$ cat config.mk
export PLATFORM = sky130hd
export DESIGN_NAME = thermistor_table_interpolator_core
export DESIGN_NICKNAME = d
export VERILOG_FILES = /design/src/sv/ttint_pkg.sv /design/src/sv/ttint_div.sv /design/src/sv/thermistor_table_interpolator_core.sv
export SDC_FILE = /design/constraint.sdc
export NUM_CORES = 2
export LEC_CHECK = 0
export ABC_AREA = 1
export BUFFER_PORTS_ARGS = -buffer_cell sky130_fd_sc_hd__buf_2
export CAP_MARGIN = 10
export CORE_UTILIZATION = 64
export DETAILED_ROUTE_END_ITERATION = 10
export PLACE_DENSITY = 0.87
export SYNTH_ARGS = -nofsm -noshare
export SYNTH_HDL_FRONTEND = slang
export SYNTH_SLANG_ARGS = --single-unit
$ cat constraint.sdc
create_clock -name clk -period 6.7 [get_ports clk]
set_clock_uncertainty 0.05 [all_clocks]
set_input_delay 1.005 -clock clk [delete_from_list [all_inputs] [get_ports clk]]
set_output_delay 1.005 -clock clk [all_outputs]
set_load 0.005 [all_outputs]
$ cat src/sv/ttint_pkg.sv
// shared types and constants for the thermistor table interpolator
`default_nettype none
package ttint_pkg;

    localparam int ENTRY_W   = 18;
    localparam int SAMPLE_W  = 12;
    localparam int TEMP_W    = 20;
    localparam int DIV_NUM_W = 31;
    localparam int DIV_DEN_W = 18;
    localparam int CFG_ADDR_W = 5;

    localparam logic       REQ_LOAD    = 1'b0;
    localparam logic       REQ_CONVERT = 1'b1;

    localparam logic [1:0] REGION_INTERP      = 2'd0;
    localparam logic [1:0] REGION_CLAMP_FIRST = 2'd1;
    localparam logic [1:0] REGION_CLAMP_LAST  = 2'd2;
    localparam logic [1:0] REGION_PASS        = 2'd3;

    localparam logic [2:0] CFG_TABLE_ENABLE = 3'd0;
    localparam logic [2:0] CFG_RES_MODE     = 3'd1;
    localparam logic [2:0] CFG_TABLE_LENGTH = 3'd2;
    localparam logic [2:0] CFG_FIRST_DEG    = 3'd3;
    localparam logic [2:0] CFG_LAST_DEG     = 3'd4;
    localparam logic [2:0] CFG_OFFSET       = 3'd5;

    localparam logic [SAMPLE_W-1:0] RES_CLAMP_ADC = 12'd2770;
    localparam logic [ENTRY_W-1:0]  RES_CLAMP_VAL = 18'd221924;
    localparam logic [26:0]         RES_VREF      = 27'd25000;
    localparam logic [14:0]         RES_VREF_15   = 15'd25000;
    localparam logic [30:0]         RES_PULLUP    = 31'd100000;
    localparam logic [30:0]         MILLI_U       = 31'd1000;
    localparam logic signed [31:0]  MILLI_S       = 32'sd1000;
    localparam logic signed [31:0]  OUT_MIN       = -32'sd400000;
    localparam logic signed [31:0]  OUT_MAX       = 32'sd500000;

    typedef struct packed {
        logic                req_type;
        logic [5:0]          entry_index;
        logic [ENTRY_W-1:0]  entry_value;
        logic [SAMPLE_W-1:0] sample;
    } req_item_t;

    typedef struct packed {
        logic signed [TEMP_W-1:0] temp_milli;
        logic [1:0]               region;
    } rsp_item_t;

endpackage
`default_nettype wire

$ cat src/sv/ttint_div.sv
// serial restoring divider, one quotient bit per cycle
`default_nettype none
module ttint_div (
    input  wire                            clk,
    input  wire                            rst_n,
    input  wire                            start,
    input  wire [ttint_pkg::DIV_NUM_W-1:0] num,
    input  wire [ttint_pkg::DIV_DEN_W-1:0] den,
    output logic                           done,
    output logic [ttint_pkg::DIV_NUM_W-1:0] quo
);
    import ttint_pkg::*;

    localparam int CNT_W = $clog2(DIV_NUM_W);

    logic                 busy_reg;
    logic                 done_reg;
    logic [CNT_W-1:0]     cnt_reg;
    logic [DIV_NUM_W-1:0] q_reg;
    logic [DIV_DEN_W:0]   rem_reg;
    logic [DIV_DEN_W-1:0] den_reg;

    logic [DIV_DEN_W:0]   rem_sh;
    logic [DIV_DEN_W:0]   rem_sub;
    logic                 fits;

    always_comb
    begin
        rem_sh  = {rem_reg[DIV_DEN_W-1:0], q_reg[DIV_NUM_W-1]};
        fits    = rem_sh >= {1'b0, den_reg};
        rem_sub = rem_sh - {1'b0, den_reg};
    end

    always_ff @(posedge clk or negedge rst_n)
    begin
        if (!rst_n)
        begin
            busy_reg <= 1'b0;
            done_reg <= 1'b0;
            cnt_reg  <= '0;
        end
        else if (start)
        begin
            busy_reg <= 1'b1;
            done_reg <= 1'b0;
            cnt_reg  <= '0;
        end
        else if (busy_reg)
        begin
            cnt_reg <= cnt_reg + CNT_W'(1);
            if (cnt_reg == CNT_W'(DIV_NUM_W - 1))
            begin
                busy_reg <= 1'b0;
                done_reg <= 1'b1;
            end
        end
        else
        begin
            done_reg <= 1'b0;
        end
    end

    always_ff @(posedge clk)
    begin
        if (start)
        begin
            q_reg   <= num;
            rem_reg <= '0;
            den_reg <= den;
        end
        else if (busy_reg)
        begin
            rem_reg <= fits ? rem_sub : rem_sh;
            q_reg   <= {q_reg[DIV_NUM_W-2:0], fits};
        end
    end

    assign done = done_reg;
    assign quo  = q_reg;

endmodule
`default_nettype wire

$ cat src/sv/thermistor_table_interpolator_core.sv
// thermistor table interpolator: top level with config port, table and sequencer
//
// usage:
//   req channel (req_valid/req_ready/req) carries load and convert transactions.
//   a load transaction writes one table entry in the cycle it is accepted and
//   gives no response; an index at or beyond TABLE_DEPTH is dropped.
//   a convert transaction gives one rsp transaction (rsp_valid/rsp_ready/rsp).
//   a passthrough convert goes straight to the output register; a table
//   lookup scans the table, then clamps or interpolates with a division;
//   resistance mode first turns samples up to the clamp into a resistance
//   by a division. the table is read one entry per cycle and both divisions
//   run through one serial divider at one quotient bit per cycle.
//   req_ready is high only while the sequencer is idle; one convert is in
//   flight at a time, and loads go every cycle while the sequencer is idle.
//   a finished response waits in the output register, and the next request
//   may be accepted meanwhile; it completes once the receiver has taken the
//   previous response.
//   reset clears the sequencer, the output register and the config registers
//   (table_length resets to 2); table entries are undefined until loaded.
//   config registers (apb, 4*index) must be written only while idle; unchecked.
`default_nettype none
module thermistor_table_interpolator_core #(
    parameter int TABLE_DEPTH = 64
) (
    input  wire                   clk,
    input  wire                   rst_n,
    input  wire                   psel,
    input  wire                   penable,
    input  wire                   pwrite,
    input  wire [4:0]             paddr,
    input  wire [31:0]            pwdata,
    output logic [31:0]           prdata,
    output logic                  pready,
    input  wire                   req_valid,
    output logic                  req_ready,
    input  wire ttint_pkg::req_item_t req,
    output logic                  rsp_valid,
    input  wire                   rsp_ready,
    output ttint_pkg::rsp_item_t  rsp
);
    import ttint_pkg::*;

    localparam int IDX_W = (TABLE_DEPTH > 1) ? $clog2(TABLE_DEPTH) : 1;
    localparam int N_W   = $clog2(TABLE_DEPTH + 1);

    typedef enum logic [3:0] {
        S_IDLE,
        S_RES_V,
        S_RES_N,
        S_DIV_GO,
        S_DIV_WAIT,
        S_SCAN_GO,
        S_SCAN,
        S_INTERP,
        S_MUL,
        S_OUT
    } state_t;

    // config registers
    logic                 table_enable_reg;
    logic                 res_mode_reg;
    logic [6:0]           table_length_reg;
    logic signed [8:0]    first_deg_reg;
    logic signed [8:0]    last_deg_reg;
    logic signed [18:0]   offset_reg;

    // sequencer and datapath registers
    state_t               state_reg;
    logic [SAMPLE_W-1:0]  sample_reg;
    logic [14:0]          volt_reg;
    logic [ENTRY_W-1:0]   x_reg;
    logic [IDX_W-1:0]     cnt_reg;
    logic [ENTRY_W-1:0]   prev_reg;
    logic [ENTRY_W-1:0]   hi_reg;
    logic [ENTRY_W-1:0]   lo_reg;
    logic [ENTRY_W-1:0]   diff_reg;
    logic [ENTRY_W-1:0]   den_reg;
    logic signed [11:0]   deg_reg;
    logic signed [31:0]   acc_reg;
    logic [1:0]           region_reg;
    logic                 res_phase_reg;
    logic [DIV_NUM_W-1:0] div_num_reg;
    logic                 rsp_valid_reg;
    rsp_item_t            rsp_reg;

    // table memory
    logic [ENTRY_W-1:0]   mem [TABLE_DEPTH];
    logic [ENTRY_W-1:0]   mem_q;
    logic [IDX_W-1:0]     rd_addr;
    logic [IDX_W-1:0]     wr_addr;
    logic                 wr_en;
    logic [31:0]          idx_ext;

    logic                 cfg_wr;
    logic [2:0]           cfg_idx;
    logic                 req_fire;
    logic                 falling;
    logic                 hit;
    logic                 last_entry;
    logic [N_W-1:0]       n_eff;
    logic [26:0]          vprod;
    logic signed [11:0]   cnt_s;
    logic signed [31:0]   sum;
    logic signed [31:0]   sat;
    logic                 div_start;
    logic                 div_done;
    logic [DIV_NUM_W-1:0] div_quo;

    assign pready    = 1'b1;
    assign cfg_idx   = paddr[4:2];
    assign cfg_wr    = psel && penable && pwrite;
    assign req_ready = (state_reg == S_IDLE);
    assign req_fire  = req_valid && req_ready;
    assign rsp_valid = rsp_valid_reg;
    assign rsp       = rsp_reg;
    assign div_start = (state_reg == S_DIV_GO);

    always_comb
    begin
        case (cfg_idx)
            CFG_TABLE_ENABLE: prdata = {31'd0, table_enable_reg};
            CFG_RES_MODE:     prdata = {31'd0, res_mode_reg};
            CFG_TABLE_LENGTH: prdata = {25'd0, table_length_reg};
            CFG_FIRST_DEG:    prdata = 32'(first_deg_reg);
            CFG_LAST_DEG:     prdata = 32'(last_deg_reg);
            CFG_OFFSET:       prdata = 32'(offset_reg);
            default:          prdata = 32'd0;
        endcase
    end

    always_ff @(posedge clk or negedge rst_n)
    begin
        if (!rst_n)
        begin
            table_enable_reg <= 1'b0;
            res_mode_reg     <= 1'b0;
            table_length_reg <= 7'd2;
            first_deg_reg    <= '0;
            last_deg_reg     <= '0;
            offset_reg       <= '0;
        end
        else if (cfg_wr)
        begin
            case (cfg_idx)
                CFG_TABLE_ENABLE: table_enable_reg <= pwdata[0];
                CFG_RES_MODE:     res_mode_reg     <= pwdata[0];
                CFG_TABLE_LENGTH: table_length_reg <= pwdata[6:0];
                CFG_FIRST_DEG:    first_deg_reg    <= $signed(pwdata[8:0]);
                CFG_LAST_DEG:     last_deg_reg     <= $signed(pwdata[8:0]);
                CFG_OFFSET:       offset_reg       <= $signed(pwdata[18:0]);
                default:          ;
            endcase
        end
    end

    always_comb
    begin
        idx_ext = 32'(req.entry_index);
        wr_addr = idx_ext[IDX_W-1:0];
        wr_en   = req_fire && (req.req_type == REQ_LOAD) && (idx_ext < 32'(TABLE_DEPTH));
        rd_addr = (state_reg == S_SCAN) ? cnt_reg + IDX_W'(1) : '0;
    end

    always_ff @(posedge clk)
    begin
        if (wr_en)
        begin
            mem[wr_addr] <= req.entry_value;
        end
        mem_q <= mem[rd_addr];
    end

    always_comb
    begin
        if (32'(table_length_reg) < 32'd2)
        begin
            n_eff = N_W'(2);
        end
        else if (32'(table_length_reg) > 32'(TABLE_DEPTH))
        begin
            n_eff = N_W'(TABLE_DEPTH);
        end
        else
        begin
            n_eff = N_W'(table_length_reg);
        end
        falling    = first_deg_reg > last_deg_reg;
        hit        = falling ? (x_reg <= mem_q) : (x_reg >= mem_q);
        last_entry = (32'(cnt_reg) + 32'd1) == 32'(n_eff);
        vprod      = 27'(sample_reg) * RES_VREF;
        cnt_s      = 12'($signed({1'b0, cnt_reg}));
        sum        = acc_reg + 32'(offset_reg);
        if (sum < OUT_MIN)
        begin
            sat = OUT_MIN;
        end
        else if (sum > OUT_MAX)
        begin
            sat = OUT_MAX;
        end
        else
        begin
            sat = sum;
        end
    end

    ttint_div u_div (
        .clk   (clk),
        .rst_n (rst_n),
        .start (div_start),
        .num   (div_num_reg),
        .den   (den_reg),
        .done  (div_done),
        .quo   (div_quo)
    );

    always_ff @(posedge clk or negedge rst_n)
    begin
        if (!rst_n)
        begin
            state_reg     <= S_IDLE;
            rsp_valid_reg <= 1'b0;
            rsp_reg       <= '0;
            sample_reg    <= '0;
            volt_reg      <= '0;
            x_reg         <= '0;
            cnt_reg       <= '0;
            prev_reg      <= '0;
            hi_reg        <= '0;
            lo_reg        <= '0;
            diff_reg      <= '0;
            den_reg       <= '0;
            deg_reg       <= '0;
            acc_reg       <= '0;
            region_reg    <= REGION_INTERP;
            res_phase_reg <= 1'b0;
            div_num_reg   <= '0;
        end
        else
        begin
            if (rsp_valid_reg && rsp_ready && (state_reg != S_OUT))
            begin
                rsp_valid_reg <= 1'b0;
            end
            case (state_reg)
                S_IDLE:
                begin
                    if (req_fire && (req.req_type == REQ_CONVERT))
                    begin
                        sample_reg <= req.sample;
                        if (!table_enable_reg)
                        begin
                            acc_reg    <= $signed(32'(req.sample));
                            region_reg <= REGION_PASS;
                            state_reg  <= S_OUT;
                        end
                        else if (res_mode_reg && (req.sample > RES_CLAMP_ADC))
                        begin
                            x_reg     <= RES_CLAMP_VAL;
                            state_reg <= S_SCAN_GO;
                        end
                        else if (res_mode_reg)
                        begin
                            state_reg <= S_RES_V;
                        end
                        else
                        begin
                            x_reg     <= ENTRY_W'(req.sample);
                            state_reg <= S_SCAN_GO;
                        end
                    end
                end
                S_RES_V:
                begin
                    volt_reg  <= vprod[26:12];
                    state_reg <= S_RES_N;
                end
                S_RES_N:
                begin
                    div_num_reg   <= 31'(volt_reg) * RES_PULLUP;
                    den_reg       <= ENTRY_W'(RES_VREF_15 - volt_reg);
                    res_phase_reg <= 1'b1;
                    state_reg     <= S_DIV_GO;
                end
                S_DIV_GO:
                begin
                    state_reg <= S_DIV_WAIT;
                end
                S_DIV_WAIT:
                begin
                    if (div_done)
                    begin
                        if (res_phase_reg)
                        begin
                            x_reg     <= div_quo[ENTRY_W-1:0];
                            state_reg <= S_SCAN_GO;
                        end
                        else
                        begin
                            acc_reg    <= acc_reg + $signed(32'(div_quo));
                            region_reg <= REGION_INTERP;
                            state_reg  <= S_OUT;
                        end
                    end
                end
                S_SCAN_GO:
                begin
                    cnt_reg   <= '0;
                    state_reg <= S_SCAN;
                end
                S_SCAN:
                begin
                    if (hit && (cnt_reg == '0))
                    begin
                        acc_reg    <= 32'(first_deg_reg) * MILLI_S;
                        region_reg <= REGION_CLAMP_FIRST;
                        state_reg  <= S_OUT;
                    end
                    else if (hit)
                    begin
                        hi_reg    <= mem_q;
                        lo_reg    <= prev_reg;
                        state_reg <= S_INTERP;
                    end
                    else if (last_entry)
                    begin
                        acc_reg    <= 32'(last_deg_reg) * MILLI_S;
                        region_reg <= REGION_CLAMP_LAST;
                        state_reg  <= S_OUT;
                    end
                    else
                    begin
                        prev_reg <= mem_q;
                        cnt_reg  <= cnt_reg + IDX_W'(1);
                    end
                end
                S_INTERP:
                begin
                    if (falling)
                    begin
                        diff_reg <= hi_reg - x_reg;
                        den_reg  <= hi_reg - lo_reg;
                        deg_reg  <= 12'(first_deg_reg) - cnt_s;
                    end
                    else
                    begin
                        diff_reg <= lo_reg - x_reg;
                        den_reg  <= lo_reg - hi_reg;
                        deg_reg  <= 12'(first_deg_reg) + cnt_s - 12'sd1;
                    end
                    state_reg <= S_MUL;
                end
                S_MUL:
                begin
                    div_num_reg   <= 31'(diff_reg) * MILLI_U;
                    acc_reg       <= 32'(deg_reg) * MILLI_S;
                    res_phase_reg <= 1'b0;
                    state_reg     <= S_DIV_GO;
                end
                S_OUT:
                begin
                    if (!rsp_valid_reg || rsp_ready)
                    begin
                        rsp_reg.temp_milli <= sat[TEMP_W-1:0];
                        rsp_reg.region     <= region_reg;
                        rsp_valid_reg      <= 1'b1;
                        state_reg          <= S_IDLE;
                    end
                end
                default:
                begin
                    state_reg <= S_IDLE;
                end
            endcase
        end
    end

endmodule
`default_nettype wire
==> key figures <==
Routing
  • DRC: 0
  • DR vias: 66790
  • Routed WL: 243.1 mm
  • WL per Instance: 22.48 um
  • Starting DRT DRC Count: 8498
  • Vias per cell: 6.178
  • Final ANT Viol Nets: 0
  • Drt pass-1 iters: 8

Placement
  • GPL Wtd Cong: 0.9740
  • Hpwl dp: 158.2 mm
  • I/O Buffers: 121
  • Pre-CTS setup slack: 1.118 ns
  • Placed cells: 10530

Setup path
  • Largest stage delay, worst path: 0.73 ns
  • Slowest CP cell: dfrtp_1
  • CP Capture Type: flop
  • WS Path Type: reg2reg
  • Crit path buffers/inverters: 4
  • Required @ worst endpoint: 7.37 ns
  • Worst path top cell family by delay: adder cells
  • CP Data Arrival Time: 6.26 ns
  • Critical Path Fanout Max: 15
  • Worst-path cell chain: inv_1 > ha_1 > xnor2_1 > fa_1 > inv_1 > fa_1 > inv_1 > fa_1 > inv_1 > ha_1 > a21oi_1 > o21ai_0 > nand2_1 > nand4_1 > xor2_1 > nand2_1 > nand3_1 > nand3_1 > nand2_1 > nand2_1
  • Worst Setup Start Kind: flop

STA
  • RSZ-0062 raised after global routing: false
  • Post-route clock period utilization: 83.51%
  • TNS Setup: 0 ns
  • Slew Viols, Final: 0
  • Final Hold Violating Endpoints: 0
  • Setup violators final: 0
  • Min Hold Slack: 0.1583 ns
  • Slew HR: 8.566%
  • Worst-Margin Slew: 1.354 ns
  • Worst setup margin: 1.105 ns
  • Min cycle time layout: 5.595 ns
  • Max Fclk: 178.7 MHz

Yosys
  • Main synth FF type: edfxtp_1
  • FF+latch count, synth: 1532
  • Synth warn: 0
  • Post-synthesis async set-or-reset flop share: 19.26%
  • Netlist Area Pre-Place: 86660 sq um
  • Synthesized instance count: 8874
  • Synth area leader: edfxtp_1
  • Syn_nets: 9757
  • Avg Cell Area, Syn: 9.766 sq um
  • Synth top area cells: edfxtp_1, dfrtp_1, ha_1
  • Share of Yosys cell area claimed by the top area cell type: 41.61%
  • Number of synthesized flops with an enable pin: 1201
  • Register area share after synthesis: 50.97%
  • Distinct cells, synth: 69

Final layout
  • P&R area growth vs syn: 8.803%
  • Final #Nets: 9800
  • Commonest cells after routing, fill and taps aside: nand2_1, edfxtp_1, inv_1
  • Max reg flops: 1152
  • Share of cells above drive strength 1: 8.585%
  • Non-Filler Instances: 10810
  • Fillers: 9213
  • Commonest non-fill, non-tap cell in the layout: nand2_1

GRT
  • Vias in the first global route: 66710
  • Largest net degree at the start of global routing: 208
  • Most Used Layer, Global Route: met2
  • Antenna violations before repair: 10
  • Global route overflow: 0
  • GRT met1 Usage: 42.72%
  • Global routing usage on met2: 58.01%
  • Total Routing Usage GR: 35.43%
  • First-pass GRT wire length: 370.6 mm
  • Met3 Use GR: 7.048%

Clock tree
  • Clk slew on worst S/H paths: 0.06 ns
  • Max clock buf depth: 3
  • CTS Buf Count: 155
  • CTS tree: built
  • CTS root buf: clkbuf_16
  • Post-cts resize count: 0
  • Postcts setup bufs: 0
  • Later-pin clock latency in the skew report: 0.84 ns
  • CTS HTree Levels: 4
  • Sink Count: 1532
  • Post-CTS Hold Buffers: 0

Run status
  • Status: finished, final reports clean

Floorplan
  • Die Span Y: 370.0 um
  • Initial core utilization: 64.69%
  • Core area: 134000 sq um
  • Top-level port count: 138
  • Die width: 370.0 um
  • Die Footprint: 136900 sq um
  • Core Rows: 134

Run
  • Max Cap Viol: 0

Hold path
  • Hold/Removal Path Class: in2async
worst paths after layout:
kind                                       start                end  slack, ns  cells past startpoint
worst max-delay path            first_deg_reg[8]        acc_reg[28]       1.10                     20
worst min-delay path                       rst_n            rsp[18]       0.16                      1
worst max register to register  first_deg_reg[8]        acc_reg[28]       1.10                     20
worst min register to register       den_reg[17]  u_div.den_reg[17]       0.40                      0
max in group asynchronous                  rst_n        acc_reg[12]       4.91                      2
min in group clk                       pwdata[9]      offset_reg[9]       0.37                      3
final cells by class:
cell class / count / area [sq um] / share of cell area (%)
well taps: 1768 / 2212 / 2.346
flip-flops and latches: 1532 / 44170 / 46.84
diodes: 5 / 12.51 / 0.01327
inverters: 1072 / 4036 / 4.281
repair buffers: 243 / 1689 / 1.791
multi-input cells: 5913 / 36970 / 39.21
clock inverters: 82 / 1125 / 1.193
clock buffers: 197 / 4076 / 4.323
cell usage after synthesis (14+ instances only):
library cell / number
nand2_1: 1792
edfxtp_1: 1201
inv_1: 1047
a21oi_1: 631
nor2_1: 628
o21ai_0: 596
ha_1: 565
nand3_1: 497
dfrtp_1: 294
fa_1: 237
clkbuf_1: 214
or2_2: 171
o211ai_1: 155
o311ai_0: 128
buf_2: 106
xor2_1: 95
xnor2_1: 40
nor3_1: 37
dfxtp_1: 36
nand4_1: 35
a31oi_1: 25
nand2_2: 23
o21bai_1: 22
inv_2: 20
a21o_1: 19
buf_4: 19
nand3b_1: 18
o221ai_1: 15
o22ai_1: 15
nor2_2: 14
kinds of logic (layout without fill, tap and decap cells):
family                   count (synthesis)  count (layout)  synth area share [%]
buffers and inverters                 1429            1594                 6.477
AO/OA/AOI/OAI                         1702            1702                 11.41
multiplexers                             4               4               0.04909
flip-flops                            1532            1532                 50.97
other                                    1               6              0.004327
AND/OR/NAND/NOR                       3269            3269                 16.09
adder cells (fa/ha/maj)                802             802                 13.63
XOR/XNOR                               135             135                 1.364
layer usage:
layer,up-vias,part of all wire (%)
li1,30300,-
met1,31630,35
met2,3968,47
met3,885,10
met4,10,6.9
met5,-,0.028
per-stage QoR:
step	util, %	cell area [sq um]
floorplan	-	86660
global route	70.39	94290
detailed placement	66.46	89030
global placement	66.46	89030
finish	70.39	94290
CTS	70.34	94230
Power is left out: the tool's default activity adds up to more than one toggle a clock period on the data nets, which glitch-free logic cannot reach.
